$ cat config.mk
export PLATFORM = sky130hd
export DESIGN_NAME = modbus_rtu_response_receiver_unit
export DESIGN_NICKNAME = d
export VERILOG_FILES = /design/src/hw/rtl/mrr_pkg.sv /design/src/hw/rtl/mrr_fifo.sv /design/src/hw/rtl/mrr_front.sv /design/src/hw/rtl/mrr_back.sv /design/src/hw/rtl/modbus_rtu_response_receiver_unit.sv
export SDC_FILE = /design/constraint.sdc
export NUM_CORES = 1
export LEC_CHECK = 0
export ABC_AREA = 1
export BUFFER_PORTS_ARGS = -buffer_cell sky130_fd_sc_hd__clkbuf_2
export CAP_MARGIN = 20
export CORE_ASPECT_RATIO = 0.75
export CORE_MARGIN = 2
export CORE_UTILIZATION = 55
export DETAILED_ROUTE_END_ITERATION = 6
export GPL_TIMING_DRIVEN = 0
export PLACE_DENSITY_LB_ADDON = 0.25
export SLEW_MARGIN = 20
export SYNTH_ARGS = -nofsm -noshare
export SYNTH_HDL_FRONTEND = slang
export SYNTH_SLANG_ARGS = --single-unit
$ cat constraint.sdc
create_clock -name clk -period 3.3 [get_ports clk]
set_input_delay 0.66 -clock clk [delete_from_list [all_inputs] [get_ports clk]]
set_output_delay 0.66 -clock clk [all_outputs]
set_load 0.1 [all_outputs]
$ cat src/hw/rtl/mrr_pkg.sv
package mrr_pkg;

  // field widths
  localparam int unsigned CMD_W       = 2;
  localparam int unsigned BYTE_W      = 8;
  localparam int unsigned STATUS_W    = 2;
  localparam int unsigned FRAME_LEN_W = 9;
  localparam int unsigned TICK_W      = 16;
  localparam int unsigned CRC_W       = 16;

  // input commands
  localparam logic [CMD_W-1:0] CMD_START = 2'd0;
  localparam logic [CMD_W-1:0] CMD_BYTE  = 2'd1;
  localparam logic [CMD_W-1:0] CMD_TICK  = 2'd2;

  // result status codes
  localparam logic [STATUS_W-1:0] STATUS_OK      = 2'd0;
  localparam logic [STATUS_W-1:0] STATUS_CRC     = 2'd1;
  localparam logic [STATUS_W-1:0] STATUS_TIMEOUT = 2'd2;
  localparam logic [STATUS_W-1:0] STATUS_LENGTH  = 2'd3;

  // frame layout
  localparam logic [FRAME_LEN_W-1:0] HDR_LEN     = 9'd3;
  localparam logic [FRAME_LEN_W-1:0] TRAILER_LEN = 9'd2;
  localparam logic [FRAME_LEN_W-1:0] COUNT_POS   = 9'd2;
  localparam logic [FRAME_LEN_W-1:0] FRAME_LEN_ABS_MAX = 9'd260;

  // crc-16, reflected
  localparam logic [CRC_W-1:0] CRC_INIT = 16'hFFFF;
  localparam logic [CRC_W-1:0] CRC_POLY = 16'hA001;

  // configuration registers
  localparam int unsigned CFG_IDX_W  = 1;
  localparam int unsigned CFG_DATA_W = 16;
  localparam logic [CFG_IDX_W-1:0] CFG_MAX_FRAME_LEN = 1'b0;
  localparam logic [CFG_IDX_W-1:0] CFG_TIMEOUT_TICKS = 1'b1;
  localparam logic [FRAME_LEN_W-1:0] MAX_FRAME_LEN_RST = 9'd260;
  localparam logic [TICK_W-1:0]      TIMEOUT_TICKS_RST = 16'd200;

  // queue between front and back
  localparam int unsigned FIFO_DEPTH = 2;

  typedef struct packed {
    logic [CMD_W-1:0]  command;
    logic [BYTE_W-1:0] rx_byte;
  } in_word_t;

  typedef struct packed {
    logic [STATUS_W-1:0]    status;
    logic [FRAME_LEN_W-1:0] frame_length;
    logic [BYTE_W-1:0]      data_count;
  } out_word_t;

  typedef enum logic [1:0] {
    OP_START,
    OP_BYTE,
    OP_TICK
  } op_t;

  typedef struct packed {
    op_t               op;
    logic [BYTE_W-1:0] data;
  } op_word_t;

  typedef struct packed {
    logic [FRAME_LEN_W-1:0] max_frame_len;
    logic [TICK_W-1:0]      timeout_ticks;
  } cfg_regs_t;

  typedef enum logic {
    RX_IDLE,
    RX_ACTIVE
  } rx_state_t;

  // one byte through the crc, lsb first
  function automatic logic [CRC_W-1:0] crc16_byte(input logic [CRC_W-1:0] crc,
                                                  input logic [BYTE_W-1:0] b);
    logic [CRC_W-1:0] c;
    c = crc ^ {{(CRC_W-BYTE_W){1'b0}}, b};
    for (int k = 0; k < BYTE_W; k++) begin
      if (c[0]) begin
        c = (c >> 1) ^ CRC_POLY;
      end else begin
        c = c >> 1;
      end
    end
    return c;
  endfunction

endpackage

$ cat src/hw/rtl/mrr_fifo.sv
module mrr_fifo #(
  parameter int unsigned WIDTH = 10,
  parameter int unsigned DEPTH = 2
) (
  input  logic             clk,
  input  logic             rst_n,
  input  logic             push,
  input  logic [WIDTH-1:0] push_data,
  input  logic             pop,
  output logic [WIDTH-1:0] pop_data,
  output logic             full,
  output logic             empty
);

  localparam int unsigned PTR_W = (DEPTH > 1) ? $clog2(DEPTH) : 1;
  localparam int unsigned CNT_W = $clog2(DEPTH + 1);
  localparam logic [PTR_W-1:0] LAST_PTR = PTR_W'(DEPTH - 1);
  localparam logic [CNT_W-1:0] FULL_CNT = CNT_W'(DEPTH);

  logic [WIDTH-1:0] mem_r [DEPTH];
  logic [PTR_W-1:0] wr_ptr_r, wr_ptr_nxt;
  logic [PTR_W-1:0] rd_ptr_r, rd_ptr_nxt;
  logic [CNT_W-1:0] count_r, count_nxt;

  assign full     = (count_r == FULL_CNT);
  assign empty    = (count_r == '0);
  assign pop_data = mem_r[rd_ptr_r];

  // pointer and count update
  always_comb begin
    wr_ptr_nxt = wr_ptr_r;
    rd_ptr_nxt = rd_ptr_r;
    count_nxt  = count_r;
    if (push) begin
      wr_ptr_nxt = (wr_ptr_r == LAST_PTR) ? '0 : wr_ptr_r + PTR_W'(1);
    end
    if (pop) begin
      rd_ptr_nxt = (rd_ptr_r == LAST_PTR) ? '0 : rd_ptr_r + PTR_W'(1);
    end
    if (push && !pop) begin
      count_nxt = count_r + CNT_W'(1);
    end else if (pop && !push) begin
      count_nxt = count_r - CNT_W'(1);
    end
  end

  always_ff @(posedge clk) begin
    if (!rst_n) begin
      wr_ptr_r <= '0;
      rd_ptr_r <= '0;
      count_r  <= '0;
    end else begin
      wr_ptr_r <= wr_ptr_nxt;
      rd_ptr_r <= rd_ptr_nxt;
      count_r  <= count_nxt;
    end
  end

  // storage, no reset
  always_ff @(posedge clk) begin
    if (push) begin
      mem_r[wr_ptr_r] <= push_data;
    end
  end

endmodule

$ cat src/hw/rtl/mrr_front.sv
module mrr_front (
  input  logic              in_valid,
  input  mrr_pkg::in_word_t in_word,
  output logic              in_stall,
  input  logic              fifo_full,
  output logic              push,
  output mrr_pkg::op_word_t push_word
);

  logic accept;

  assign in_stall = fifo_full;
  assign accept   = in_valid && !fifo_full;

  // classify the command; the unused code is taken and dropped
  always_comb begin
    push           = 1'b0;
    push_word.op   = mrr_pkg::OP_START;
    push_word.data = in_word.rx_byte;
    unique case (in_word.command)
      mrr_pkg::CMD_START: begin
        push         = accept;
        push_word.op = mrr_pkg::OP_START;
      end
      mrr_pkg::CMD_BYTE: begin
        push         = accept;
        push_word.op = mrr_pkg::OP_BYTE;
      end
      mrr_pkg::CMD_TICK: begin
        push         = accept;
        push_word.op = mrr_pkg::OP_TICK;
      end
      default: begin
        push = 1'b0;
      end
    endcase
  end

endmodule

$ cat src/hw/rtl/mrr_back.sv
module mrr_back (
  input  logic               clk,
  input  logic               rst_n,
  input  mrr_pkg::cfg_regs_t cfg,
  input  logic               fifo_empty,
  input  mrr_pkg::op_word_t  pop_word,
  output logic               pop,
  output logic               out_valid,
  input  logic               out_stall,
  output mrr_pkg::out_word_t out_word
);

  localparam int unsigned LW = mrr_pkg::FRAME_LEN_W;
  localparam int unsigned BW = mrr_pkg::BYTE_W;
  localparam int unsigned TW = mrr_pkg::TICK_W;
  localparam int unsigned CW = mrr_pkg::CRC_W;

  mrr_pkg::rx_state_t state_r, state_nxt;

  logic [LW-1:0] byte_index_r, byte_index_nxt;
  logic [LW-1:0] expected_len_r, expected_len_nxt;
  logic [BW-1:0] data_count_r, data_count_nxt;
  logic [CW-1:0] crc_r, crc_nxt;
  logic          mismatch_r, mismatch_nxt;
  logic [TW-1:0] elapsed_r, elapsed_nxt;

  logic               out_valid_r, out_valid_nxt;
  mrr_pkg::out_word_t out_word_r;
  mrr_pkg::out_word_t res_word;
  logic               emit;

  logic          active;
  logic [LW-1:0] crc_pos;
  logic [LW-1:0] new_len;
  logic [TW-1:0] tick_inc;
  logic [CW-1:0] crc_upd;

  assign active    = (state_r == mrr_pkg::RX_ACTIVE);
  assign pop       = !fifo_empty && (!out_valid_r || !out_stall);
  assign out_valid = out_valid_r;
  assign out_word  = out_word_r;

  assign crc_pos  = expected_len_r - mrr_pkg::TRAILER_LEN;
  assign new_len  = {1'b0, pop_word.data} + mrr_pkg::HDR_LEN + mrr_pkg::TRAILER_LEN;
  assign tick_inc = elapsed_r + TW'(1);
  assign crc_upd  = mrr_pkg::crc16_byte(crc_r, pop_word.data);

  // next state
  always_comb begin
    state_nxt = state_r;
    if (pop) begin
      unique case (pop_word.op)
        mrr_pkg::OP_START: state_nxt = mrr_pkg::RX_ACTIVE;
        mrr_pkg::OP_BYTE,
        mrr_pkg::OP_TICK: begin
          if (emit) begin
            state_nxt = mrr_pkg::RX_IDLE;
          end
        end
        default: state_nxt = state_r;
      endcase
    end
  end

  // frame datapath and result
  always_comb begin
    byte_index_nxt         = byte_index_r;
    expected_len_nxt       = expected_len_r;
    data_count_nxt         = data_count_r;
    crc_nxt                = crc_r;
    mismatch_nxt           = mismatch_r;
    elapsed_nxt            = elapsed_r;
    emit                   = 1'b0;
    res_word.status        = mrr_pkg::STATUS_OK;
    res_word.frame_length  = byte_index_r;
    res_word.data_count    = data_count_r;
    if (pop) begin
      unique case (pop_word.op)
        mrr_pkg::OP_START: begin
          byte_index_nxt   = '0;
          expected_len_nxt = mrr_pkg::HDR_LEN;
          data_count_nxt   = '0;
          crc_nxt          = mrr_pkg::CRC_INIT;
          mismatch_nxt     = 1'b0;
          elapsed_nxt      = '0;
        end
        mrr_pkg::OP_TICK: begin
          if (active) begin
            elapsed_nxt = tick_inc;
            if (tick_inc >= cfg.timeout_ticks) begin
              emit            = 1'b1;
              res_word.status = mrr_pkg::STATUS_TIMEOUT;
            end
          end
        end
        mrr_pkg::OP_BYTE: begin
          if (active) begin
            if (byte_index_r < mrr_pkg::HDR_LEN || byte_index_r < crc_pos) begin
              // header or data byte
              crc_nxt = crc_upd;
              if (byte_index_r == mrr_pkg::COUNT_POS) begin
                data_count_nxt   = pop_word.data;
                expected_len_nxt = new_len;
                byte_index_nxt   = mrr_pkg::HDR_LEN;
                if (new_len > cfg.max_frame_len) begin
                  emit                  = 1'b1;
                  res_word.status       = mrr_pkg::STATUS_LENGTH;
                  res_word.frame_length = mrr_pkg::HDR_LEN;
                  res_word.data_count   = pop_word.data;
                end
              end else begin
                byte_index_nxt = byte_index_r + LW'(1);
              end
            end else if (byte_index_r == crc_pos) begin
              // crc low byte
              mismatch_nxt   = mismatch_r || (pop_word.data != crc_r[BW-1:0]);
              byte_index_nxt = byte_index_r + LW'(1);
            end else begin
              // crc high byte ends the frame
              mismatch_nxt          = mismatch_r || (pop_word.data != crc_r[CW-1:BW]);
              byte_index_nxt        = byte_index_r + LW'(1);
              emit                  = 1'b1;
              res_word.frame_length = byte_index_r + LW'(1);
              res_word.status       = mismatch_nxt ? mrr_pkg::STATUS_CRC
                                                   : mrr_pkg::STATUS_OK;
            end
          end
        end
        default: begin
          emit = 1'b0;
        end
      endcase
    end
  end

  // output register valid
  always_comb begin
    out_valid_nxt = out_valid_r;
    if (pop) begin
      out_valid_nxt = emit;
    end else if (!out_stall) begin
      out_valid_nxt = 1'b0;
    end
  end

  always_ff @(posedge clk) begin
    if (!rst_n) begin
      state_r        <= mrr_pkg::RX_IDLE;
      byte_index_r   <= '0;
      expected_len_r <= mrr_pkg::HDR_LEN;
      data_count_r   <= '0;
      crc_r          <= mrr_pkg::CRC_INIT;
      mismatch_r     <= 1'b0;
      elapsed_r      <= '0;
      out_valid_r    <= 1'b0;
    end else begin
      state_r        <= state_nxt;
      byte_index_r   <= byte_index_nxt;
      expected_len_r <= expected_len_nxt;
      data_count_r   <= data_count_nxt;
      crc_r          <= crc_nxt;
      mismatch_r     <= mismatch_nxt;
      elapsed_r      <= elapsed_nxt;
      out_valid_r    <= out_valid_nxt;
    end
  end

  // result payload
  always_ff @(posedge clk) begin
    if (pop && emit) begin
      out_word_r <= res_word;
    end
  end

endmodule

$ cat src/hw/rtl/modbus_rtu_response_receiver_unit.sv
// channel  | ports                              | direction
// ---------+------------------------------------+----------
// in       | in_valid, in_stall, in_word        | command and byte words in
// out      | out_valid, out_stall, out_word     | status words out
// cfg      | cfg_valid, cfg_ready, cfg_index,   | register writes in
//          | cfg_wdata                          |
//
// one word per cycle sustained while in_stall is low; a taken word goes into the front queue,
// and is read from it while the output register is empty or being taken; there the crc step,
// length check and tick compare finish, and the result is registered into the output register.
// rst_n is synchronous; it clears the queue, the frame state and the output valid.
// in_stall rises only while the queue is full; the back stage drains the queue
// while the output register is empty or being taken.
module modbus_rtu_response_receiver_unit #(
  parameter int unsigned FIFO_DEPTH = mrr_pkg::FIFO_DEPTH
) (
  input  logic                            clk,
  input  logic                            rst_n,
  input  logic                            in_valid,
  output logic                            in_stall,
  input  mrr_pkg::in_word_t               in_word,
  output logic                            out_valid,
  input  logic                            out_stall,
  output mrr_pkg::out_word_t              out_word,
  input  logic                            cfg_valid,
  output logic                            cfg_ready,
  input  logic [mrr_pkg::CFG_IDX_W-1:0]   cfg_index,
  input  logic [mrr_pkg::CFG_DATA_W-1:0]  cfg_wdata
);

  localparam int unsigned OP_W = $bits(mrr_pkg::op_word_t);

  mrr_pkg::cfg_regs_t cfg_r, cfg_nxt;
  logic               fifo_full, fifo_empty, push, pop;
  mrr_pkg::op_word_t  push_word, pop_word;

  // configuration registers
  assign cfg_ready = 1'b1;

  always_comb begin
    cfg_nxt = cfg_r;
    if (cfg_valid && cfg_ready) begin
      unique case (cfg_index)
        mrr_pkg::CFG_MAX_FRAME_LEN:
          cfg_nxt.max_frame_len = cfg_wdata[mrr_pkg::FRAME_LEN_W-1:0];
        mrr_pkg::CFG_TIMEOUT_TICKS:
          cfg_nxt.timeout_ticks = cfg_wdata[mrr_pkg::TICK_W-1:0];
        default: cfg_nxt = cfg_r;
      endcase
    end
  end

  always_ff @(posedge clk) begin
    if (!rst_n) begin
      cfg_r.max_frame_len <= mrr_pkg::MAX_FRAME_LEN_RST;
      cfg_r.timeout_ticks <= mrr_pkg::TIMEOUT_TICKS_RST;
    end else begin
      cfg_r <= cfg_nxt;
    end
  end

  mrr_front u_front (
    .in_valid  (in_valid),
    .in_word   (in_word),
    .in_stall  (in_stall),
    .fifo_full (fifo_full),
    .push      (push),
    .push_word (push_word)
  );

  mrr_fifo #(
    .WIDTH (OP_W),
    .DEPTH (FIFO_DEPTH)
  ) u_fifo (
    .clk       (clk),
    .rst_n     (rst_n),
    .push      (push),
    .push_data (push_word),
    .pop       (pop),
    .pop_data  (pop_word),
    .full      (fifo_full),
    .empty     (fifo_empty)
  );

  mrr_back u_back (
    .clk        (clk),
    .rst_n      (rst_n),
    .cfg        (cfg_r),
    .fifo_empty (fifo_empty),
    .pop_word   (pop_word),
    .pop        (pop),
    .out_valid  (out_valid),
    .out_stall  (out_stall),
    .out_word   (out_word)
  );

  // a finished good frame is exactly header, data and crc long
  a_ok_length : assert property (@(posedge clk) disable iff (!rst_n)
    (out_valid && out_word.status == mrr_pkg::STATUS_OK) |->
    (out_word.frame_length == {1'b0, out_word.data_count} + mrr_pkg::HDR_LEN
                              + mrr_pkg::TRAILER_LEN))
    else $error("ok result with wrong frame length");

  // a length error is always reported at the count byte
  a_len_err_at_count : assert property (@(posedge clk) disable iff (!rst_n)
    (out_valid && out_word.status == mrr_pkg::STATUS_LENGTH) |->
    (out_word.frame_length == mrr_pkg::HDR_LEN))
    else $error("length error away from the count byte");

  // no result ever reports more bytes than the longest frame
  a_len_bound : assert property (@(posedge clk) disable iff (!rst_n)
    out_valid |-> (out_word.frame_length <= mrr_pkg::FRAME_LEN_ABS_MAX))
    else $error("frame length beyond the longest frame");

  // nothing is queued while the queue reports full
  a_no_overflow : assert property (@(posedge clk) disable iff (!rst_n)
    (push |-> !fifo_full))
    else $error("queue written while full");

endmodule
=== After elaboration in Yosys (flattened, before gate mapping) ===
Memory sizes are Yosys's and may differ from the RTL's. A register that Yosys moved wholly into a read port is not among the register bits.
Cells that the tools add are included.

* $add $sub $neg: 9
* Order comparisons: 4
* Equality and inequality tests: 16
* Muxes and demuxes: 64
* Bitwise gates (word level): 10
* Reduce and logical (&&, ||, !) cells: 32

{| class="wikitable"
|+ Operator list
! cell !! number
|-
| $mux 16 || 11
|-
| $pmux 16 s2 || 2
|-
| $mux 19 || 3
|-
| $mux 9 || 6
|-
| $pmux 9 s2 || 2
|-
| $mux 17 || 2
|-
| $mux 8 || 4
|-
| $not 2->3 || 8
|-
| $mux 1 || 22
|-
| $mux 11 || 2
|-
| $add 16x1->16 const B || 1
|-
| $ge 16x16->1 || 1
|-
| $ne 8x8->1 || 2
|-
| $pmux 8 s2 || 1
|-
| $xor 16x8->16 || 1
|-
| $ne 2x1->1 const B || 6
|-
| $add 8x2->9 const B || 1
|-
| $add 9x1->9 const B || 1
|-
| $add 9x2->9 const B || 1
|-
| $eq 9x2->1 const B || 1
|-
| $eq 9x9->1 || 1
|-
| $gt 9x9->1 || 1
|-
| $lt 9x2->1 const B || 1
|-
| $lt 9x9->1 || 1
|-
| 22 further kinds || 53
|}

* Register bits: 109
* Memory bits (writable): 20
* Input bits: 32
* Output and inout port bits: 22
* Logic and storage cells: 152
* Memories kept: 1

{| class="wikitable"
|+ Memories
! name !! words !! width !! rd ports !! clocked after Yosys merged registers in !! write ports !! line !! text
|-
| u_fifo.mem_r || 2 || 10 || 1 || 1 || 1 || mrr_fifo.sv:20 || <nowiki>logic [WIDTH-1:0] mem_r [DEPTH];</nowiki>
|}

=== Depth between registers and ports, before layout ===
Gate-level depths: netlist of the first run.

* Word-level depth: 20
* Mapped depth: 22
* Depth with buffers taken out: 22

=== Hierarchy ===
A second synthesis of the first run with hierarchy kept.

* Cells, all modules: 965
* Area, all modules: 7374.6 um^2

{| class="wikitable"
|+ Modules (own cells, without submodules)
! module !! times used !! cells an instance !! area an instance (um^2) !! seq. area each (um^2)
|-
| mrr_back || 1 || 754 || 5352.6 || 1791.7
|-
| modbus_rtu_response_receiver_unit || 1 || 127 || 963.4 || 500.5
|-
| mrr_fifo || 1 || 66 || 954.7 || 700.7
|-
| mrr_front || 1 || 18 || 103.8 || 0.0
|}

=== Worst setup path after synthesis of the first run ===
Ideal clock, no wire load.

* Path kind: register to register
* Start: register with a tool-made name
* End: register u_back.out_word_r, in the netlist u_back.out_word[0] (enable)
* Setup time: 0.374 ns
* Arrival time: 2.819 ns
* Required time: 2.926 ns
* Setup slack: 0.107 ns
* Stages on the path, launching flop included: 21
* Buffers on the path: 1
* Clock period less this slack: 3.193 ns
* Cells stage by stage: dfxtp_1 > buf_4 > nand2_1 > o21ai_2 > inv_2 > ha_1 > o21ai_1 > nor2_1 > nand2_1 > nor2_1 > ha_1 > nand2_1 > nor2_1 > o21ai_0 > nand2_1 > nand3_1 > nor2_1 > nor2_1 > nand2_1 > nand3_1 > inv_1

{| class="wikitable"
|+ RTL lines
! item !! line !! text
|-
| to (signal assigned) || mrr_back.sv:171 || <nowiki>out_word_r <= res_word;</nowiki>
|-
| to (decl) || mrr_back.sv:28 || <nowiki>mrr_pkg::out_word_t out_word_r;</nowiki>
|}

==> summary.md, run 1 <==
| Metric | Value |
|---|---|
| Worst min-delay path class | in -> reg |
| Post-route DRC violation count | 0 |
| Avg Cell Area, Syn | 7.92 sq um |
| First-pass GRT wire length | 27,800 um |
| Total routing resource utilization after global routing | 0.264 |
| I/O pin count | 54 |
| CORE AREA | 12,400 sq um |
| Sequential share of the synthesized area | 0.426 |
| Count of mapped cells out of synthesis | 887 |
| Worst-case clock buffer depth | 2 |
| Required time of the worst setup path | 3440 ps |
| Launch point of the worst hold path | in_word[0] |
| Final cell utilization of the core | 0.702 |
| Quantity of I/O buffers inserted on ports | 51 |
| H-tree level count | 4 |
| Die Ht | 102 um |
| Met2 wire len | 7580 um |
| Number of failing hold endpoints at the final stage | 0 |
| Most common flop cell mapped by yosys | sky130_fd_sc_hd__dfxtp_1 |
| Share of post-route cells with drive strength above 1 | 0.209 |
| Die outline area | 13,700 sq um |
| Cell chosen for the clock root | sky130_fd_sc_hd__clkbuf_16 |
| Die Span X | 135 um |
| Power density relative to cell area | 685 nW/um^2 |
| Highest routed layer | met4 |
| Post-synth EDFFs | 39 |
| Maximum number of pins on one net before global-route repair | 20 |
| Share of flip-flops with an asynchronous set or reset | 0 |
| Total global routing overflow | 0 |
| Logic pwr share | 0.374 |
| Violations in the final reports | setup timing |
| Area share of the largest cell type after synthesis | 0.259 |
| Most common cell after layout, fill and taps aside | sky130_fd_sc_hd__nand2_1 |
| Initial drt markers | 578 |
| Initial antenna violation count | 0 |
| Switching power as a share of total power | 0.380 |
| Sinks on Clock Net | 130 |
| Worst setup margin | -35.2 ps |
| Site row count | 35 |
| Netlist area before placement | 7030 sq um |
| Pins over their slew limit | 0 |
| Total of max-cap violations | 0 |
| Number of routed nets with antenna violations | 0 |
| Initial core utilization | 0.567 |
| Number of global-route vias before repair | 5,377 |
| Detailed-routing iteration count for the pre-antenna-repair pass | 7 |
| Drt total wl | 18,300 um |
| Count of synthesis-stage warnings from yosys | 0 |
| Routability Congestion | 0.910 |
| Mean number of vias per cell | 5.44 |
| Setup repair after global routing missed its margin | yes |
| CTS clk-pin slew, worst paths | 60 ps |
| Synthesized Nets | 965 |
| Final worst clock skew | 7.71 ps |
| WL met3 | 1610 um |
| Minimum clock period after layout | 3340 ps |
| Largest area contributor in the netlist | sky130_fd_sc_hd__dfxtp_1 |
| Crit path kind | reg -> reg |
| Leakage power figure | 3.87 nW |
| Int Power | 3.70 mW |
| Post-detailed-route wirelength per cell | 15.7 um |
| Worst endpoint data arrival time | 3480 ps |
| Actual slew at the worst max-slew pin | 849 ps |
| Portion of total power attributed to sequential cells | 0.312 |
| Number of flip-flops and latches in the synthesized netlist | 130 |
| Max-slew headroom | 0.432 |
| Status | complete, but fails checks |
| Worst VDD drop | 0.000576 V |
| Clock tree from TritonCTS | yes |
| Sort of element at the end of the critical path | flip-flop |
| Insertion delay of the later-clocked pin in the worst-skew pair | 430 ps |
| DP HPWL | 12,400 um |
| # diodes | 0 |
| Synthesis-to-layout area growth | 23.9% |
| Final total power | 5.96 mW |
| Fin nets | 1,068 |
| Highest Clock Rate | 0.300 GHz |
| Clk pwr share | 0.314 |
| Switching power total | 2.27 mW |
| Total clock buffers created by CTS | 17 |
| Crit Path Max Fanout | 5 |
| Startpoint class of the critical path | flip-flop |
| Vias after detailed routing | 6,363 |
| Number of distinct library cells after synthesis | 43 |
| Top library cells by usage in the layout, fill and taps aside | sky130_fd_sc_hd__nand2_1 (181), sky130_fd_sc_hd__inv_1 (110), sky130_fd_sc_hd__a21oi_1 (92) |
| Cell types with the largest area share after synthesis | sky130_fd_sc_hd__dfxtp_1 (26%), sky130_fd_sc_hd__edfxtp_1 (17%), sky130_fd_sc_hd__nand2_1 (9.9%), sky130_fd_sc_hd__ha_1 (8.2%), sky130_fd_sc_hd__a21oi_1 (6.8%) |
| Routed length on met1 | 8820 um |
| Count of final setup violators | 10 |
| Fraction of the cycle the final worst path needs | 1.01 |
[metrics by stage]
| stage | TNS [ps] | std cells | hold slack [ps] | cell area, sq um | worst slack [ps] |
|---|---|---|---|---|---|
| 2_1_floorplan | 0 | 887 | 426 | 7030 | 107 |
| 5_1_grt | -3400 | 1169 | 414 | 8710 | -178 |
| 3_5_place_dp | -15380 | 1104 | 448 | 7490 | -636 |
| 6_report | -269 | 1169 | 424 | 8710 | -35.2 |
| 4_1_cts | 0 | 1138 | 417 | 8160 | 31.0 |
| 3_3_place_gp | -13710 | 1104 | 436 | 7490 | -594 |
[power by group through the flow]
stage / combinational [mW] / sequential (mW) / clock, mW
global route: 2.45 / 1.87 / 1.96
detailed placement: 1.77 / 1.87 / 0
finish: 2.23 / 1.86 / 1.88
floorplan: 1.35 / 1.86 / 0
CTS: 1.82 / 1.84 / 1.88
global placement: 1.75 / 1.87 / 0
[sequential cells by signal, summed over array words and instances, names as in the netlist, named ones only]
register / count
cfg_r: 25
u_fifo.mem_r: 20
u_back.out_word: 19
u_back.crc_r: 16
u_back.elapsed_r: 16
u_back.byte_index_r: 9
u_back.expected_len_r: 9
u_back.data_count_r: 8
u_fifo.count_r: 2
u_back.active: 1
u_back.mismatch_r: 1
u_back.out_valid: 1
u_fifo.rd_ptr_r: 1
u_fifo.wr_ptr_r: 1
[final timing paths]
path	end	slack (ps)	cells after the start
min reg2reg	flip-flop	450	1
max	u_back.out_word[18]	-40	19
max reg2reg	u_back.out_word[18]	-40	19
min	u_fifo.mem_r[0][0]	420	1
[synth_stat cells (7+ instances only)]
master and n:
sky130_fd_sc_hd__nor3_1 12, sky130_fd_sc_hd__ha_1 46, sky130_fd_sc_hd__a21oi_1 96, sky130_fd_sc_hd__nand2_2 15
sky130_fd_sc_hd__o21ai_0 50, sky130_fd_sc_hd__nand4_1 10, sky130_fd_sc_hd__clkbuf_1 13, sky130_fd_sc_hd__o211ai_1 7
sky130_fd_sc_hd__o22ai_1 14, sky130_fd_sc_hd__xnor2_1 7, sky130_fd_sc_hd__nand2_1 186, sky130_fd_sc_hd__dfxtp_1 91
sky130_fd_sc_hd__inv_2 7, sky130_fd_sc_hd__nor2_1 54, sky130_fd_sc_hd__inv_1 119, sky130_fd_sc_hd__edfxtp_1 39
sky130_fd_sc_hd__xor2_1 30, sky130_fd_sc_hd__nand3_1 39
[per-layer routing]
layer  vias up  GRT usage
met5         -          0
met4         0     0.0842
met3        29     0.0506
met2       290      0.370
met1      2894      0.409
li1       3150          -
[area by class of cell]
class	count	area, sq um
tap	166	208
fill	914	3690
timing repair buffer	84	589
clock inverter	14	156
clock buffer	18	429
sequential	130	3000
buffer	23	128
inverter	127	489
multi-input combinational	607	3700
[worst max-delay path, stage by stage, from the launching register on]
cell and delay, ps:
sky130_fd_sc_hd__dfxtp_4 380, sky130_fd_sc_hd__buf_8 140, sky130_fd_sc_hd__o21ai_4 170, sky130_fd_sc_hd__inv_2 100, sky130_fd_sc_hd__ha_4 180, sky130_fd_sc_hd__o21ai_4 160, sky130_fd_sc_hd__buf_4 150, sky130_fd_sc_hd__xnor2_2 90
sky130_fd_sc_hd__ha_1 310, sky130_fd_sc_hd__nand2_1 100, sky130_fd_sc_hd__o21ai_0 230, sky130_fd_sc_hd__o21ai_1 110, sky130_fd_sc_hd__nand2_1 100, sky130_fd_sc_hd__nand3_1 70, sky130_fd_sc_hd__nor2_1 140, sky130_fd_sc_hd__nor2_1 60
sky130_fd_sc_hd__nand2_1 60, sky130_fd_sc_hd__nand3_2 120, sky130_fd_sc_hd__clkinvlp_4 210, sky130_fd_sc_hd__clkbuf_16 190
[logic make-up after synthesis]
kind of cell / after synthesis / share of synthesized area
AO/OA/AOI/OAI: 184 / 0.144
XOR/XNOR: 38 / 0.0484
AND/OR/NAND/NOR: 338 / 0.216
flip-flops: 130 / 0.426
other: 1 / 0.000533
buffers and inverters: 150 / 0.0831
adder cells (fa/ha/maj): 46 / 0.0819
[what timing repair did]
item | 4_1_cts | 5_1_grt
hold endpoints to repair | 0 | 0
hold buffers | 0 | 0
pin swaps | 2 | 16
cloned | 0 | 5
setup buffers | 2 | 26
resized for setup | 14 | 61
setup endpoints to repair | 47 | 54
Note: power is estimated with default switching activity, not from simulation.
==> inputs of run 2 (changes only) <==
CORE_UTILIZATION = 40   (was 55)
==> run 2 against run 1 <==
The flow still finishes with violations (setup timing). Maximum frequency is 0.19% higher. Die area increased by 36%. Utilization shrank 18 points. Cell count is 5.9% higher. Power shrank 1.6%. Worst setup slack better by 6.4 ps. First-iteration DRC count fell by 7.1%. Critical path type unchanged. Largest cell class unchanged.
==> summary.md, run 2 (synthesis results as in run 1) <==
| Metric | Value |
|---|---|
| Worst-case clock buffer depth | 2 (unchanged) |
| Die outline area | 18,700 sq um (+36%) |
| Buffers plus inverters on the worst setup path | 5 (unchanged) |
| Violations in the final reports | setup timing |
| Crit path kind | reg -> reg |
| GR peak layer | met1 |
| DP HPWL | 13,400 um (+8.0%) |
| Quantity of I/O buffers inserted on ports | 51 (unchanged) |
| Die Span X | 157 um (+17%) |
| Initial drt markers | 537 (-7.1%) |
| Vias after detailed routing | 6,237 (-2.0%) |
| Detailed-routing iteration count for the pre-antenna-repair pass | 5 (-2) |
| Sort of element at the end of the critical path | flip-flop |
| CTS clk-pin slew, worst paths | 60 ps (about the same) |
| Initial core utilization | 0.413 (-0.154) |
| Largest registers ranked by flip-flop count | cfg_r: 25 flops, u_fifo.mem_r: 20 flops, u_back.out_word: 19 flops |
| Power density relative to cell area | 665 nW/um^2 (-2.9%) |
| Worst endpoint data arrival time | 3520 ps (+40 ps) |
| Highest Clock Rate | 0.300 GHz (+0.19%) |
| Worst setup margin | -28.8 ps (+6.42 ps) |
| Area of placed instances | 7580 sq um (+1.2%) |
| Drt total wl | 18,700 um (+2.4%) |
| Number of routed nets with antenna violations | 0 (unchanged) |
| Share of post-route cells with drive strength above 1 | 0.215 (+0.00520) |
| Worst VDD drop | 0.000422 V (-27%) |
| Most common cell after layout, fill and taps aside | sky130_fd_sc_hd__nand2_1 |
| Final cell utilization of the core | 0.518 (-0.185) |
| CORE AREA | 17,000 sq um (+37%) |
| Mean number of vias per cell | 5.04 (-7.4%) |
| Synthesis-to-layout area growth | 25.4% |
| Total global routing overflow | 0 (unchanged) |
| Required time of the worst setup path | 3490 ps (+50 ps) |
| GR Util met1 | 0.321 (-0.0878) |
| Maximum single-stage delay on the critical path | 370 ps (about the same) |
| Worst min-delay path class | in -> reg |
| Final worst clock skew | 8.32 ps (+0.611 ps) |
| Slowest CP cell | sky130_fd_sc_hd__dfxtp_4 |
| Insertion delay of the later-clocked pin in the worst-skew pair | 430 ps (about the same) |
| I/O pin count | 54 (unchanged) |
| Setup repair after global routing missed its margin | yes |
| Total non-filler cell area in the finished layout | 8820 sq um (+1.3%) |
| Non-filler instance count after layout | 1,238 (+5.9%) |
| Total clock buffers created by CTS | 17 (unchanged) |
| Pins over their slew limit | 0 (unchanged) |
| Top library cells by usage in the layout, fill and taps aside | sky130_fd_sc_hd__nand2_1 (179), sky130_fd_sc_hd__inv_1 (114), sky130_fd_sc_hd__dfxtp_1 (87) |
| Actual slew at the worst max-slew pin | 837 ps (-11.4 ps) |
| Setup TNS | -349 ps (-80.2 ps) |
| Count of final setup violators | 15 (+5) |
| Total routing resource utilization after global routing | 0.199 (-0.0654) |
| Initial antenna violation count | 0 (unchanged) |
| Family with the most delay on the worst path | simple AND/OR/NAND/NOR gates |
| Total of max-cap violations | 0 (unchanged) |
| H-tree level count | 4 (unchanged) |
| Leakage power figure | 3.85 nW (-0.43%) |
| Post-detailed-route wirelength per cell | 15.1 um (-3.3%) |
| Status | complete, but fails checks |
| Max-slew headroom | 0.440 (+0.00761) |
| Routability Congestion | 0.882 (-3.1%) |
| Fraction of the cycle the final worst path needs | 1.01 (-0.00195) |
| Max FFs per register | 25 (unchanged) |
| Number of global-route vias before repair | 5,335 (-0.78%) |
| Minimum clock period after layout | 3330 ps (-6.42 ps) |
| Sinks on Clock Net | 130 (unchanged) |
| Met2 capacity usage during global routing | 0.257 (-0.113) |
| Site row count | 41 (+17%) |
| Post-route DRC violation count | 0 (unchanged) |
| # diodes | 0 (unchanged) |
| Register with the most flip-flops | cfg_r |
| Maximum number of pins on one net before global-route repair | 20 (unchanged) |
| First-pass GRT wire length | 28,400 um (+2.0%) |
| Crit Path Max Fanout | 6 (+1) |
| Fin nets | 1,067 (-0.094%) |
| Clock tree from TritonCTS | yes |
| Fraction of met3 tracks used by global routing | 0.0418 (-0.00879) |
| Cell chosen for the clock root | sky130_fd_sc_hd__clkbuf_16 |
| Die Ht | 119 um (+17%) |
| Startpoint class of the critical path | flip-flop |
| Count of placed standard cells including taps | 1,174 (+6.3%) |
| Critical path cell sequence | buf_12 > o21ai_4 > inv_2 > ha_4 > o21ai_4 > nor2_4 > nand2_2 > inv_2 > nor2_4 > ha_4 > a21oi_2 > nor2_2 > a211oi_2 > nand2_1 > nand3_2 > nor2_2 > nor2_1 > nand2_1 > nand3_2 > clkinvlp_4 > clkbuf_16 |
| Number of failing hold endpoints at the final stage | 0 (unchanged) |
| Final total power | 5.87 mW (-1.6%) |
## run 2: final cells by class
cell class | count | area, sq um
fill | 1643 | 8210
multi-input combinational | 607 | 3770
sequential | 130 | 3000
timing repair buffer | 83 | 577
inverter | 127 | 487
clock buffer | 17 | 425
tap | 236 | 295
buffer | 23 | 141
clock inverter | 15 | 119
## run 2: power by group
group	total, mW	internal, mW	switching [mW]
sequential	1.85	1.77	0.0861
clock	1.74	1.02	0.719
combinational	2.27	0.811	1.46
## run 2: stage by stage
step                      setup slack, ps  hold slack, ps
after detailed placement             -806             449
after global placement               -735             437
after global routing                 -143             415
after floorplan                       107             426
final                               -28.8             423
after CTS                            14.6             411
## run 2: timing repair
item / 4_1_cts / 5_1_grt
cloned: 0 / 3
hold endpoints to repair: 0 / 0
hold buffers: 0 / 0
buffers inserted: 5 / 24
resized for setup: 14 / 75
pin swaps: 5 / 24
setup endpoints to repair: 39 / 48
## run 2: metal layers
layer / vias up / wire [um]
li1: 3140 / -
met1: 2857 / 9650
met2: 213 / 7500
met3: 27 / 1350
met4: 0 / 237
met5: - / 0
## run 2: worst paths after layout
| kind | start | to | slack, ps | cells after the start |
|---|---|---|---|---|
| max | flip-flop | u_back.out_word[18] | -30 | 21 |
| min | in_word[0] | u_fifo.mem_r[0][0] | 420 | 1 |
| max reg2reg | flip-flop | u_back.out_word[18] | -30 | 21 |
| min reg2reg | u_fifo.rd_ptr_r | u_fifo.rd_ptr_r | 450 | 1 |
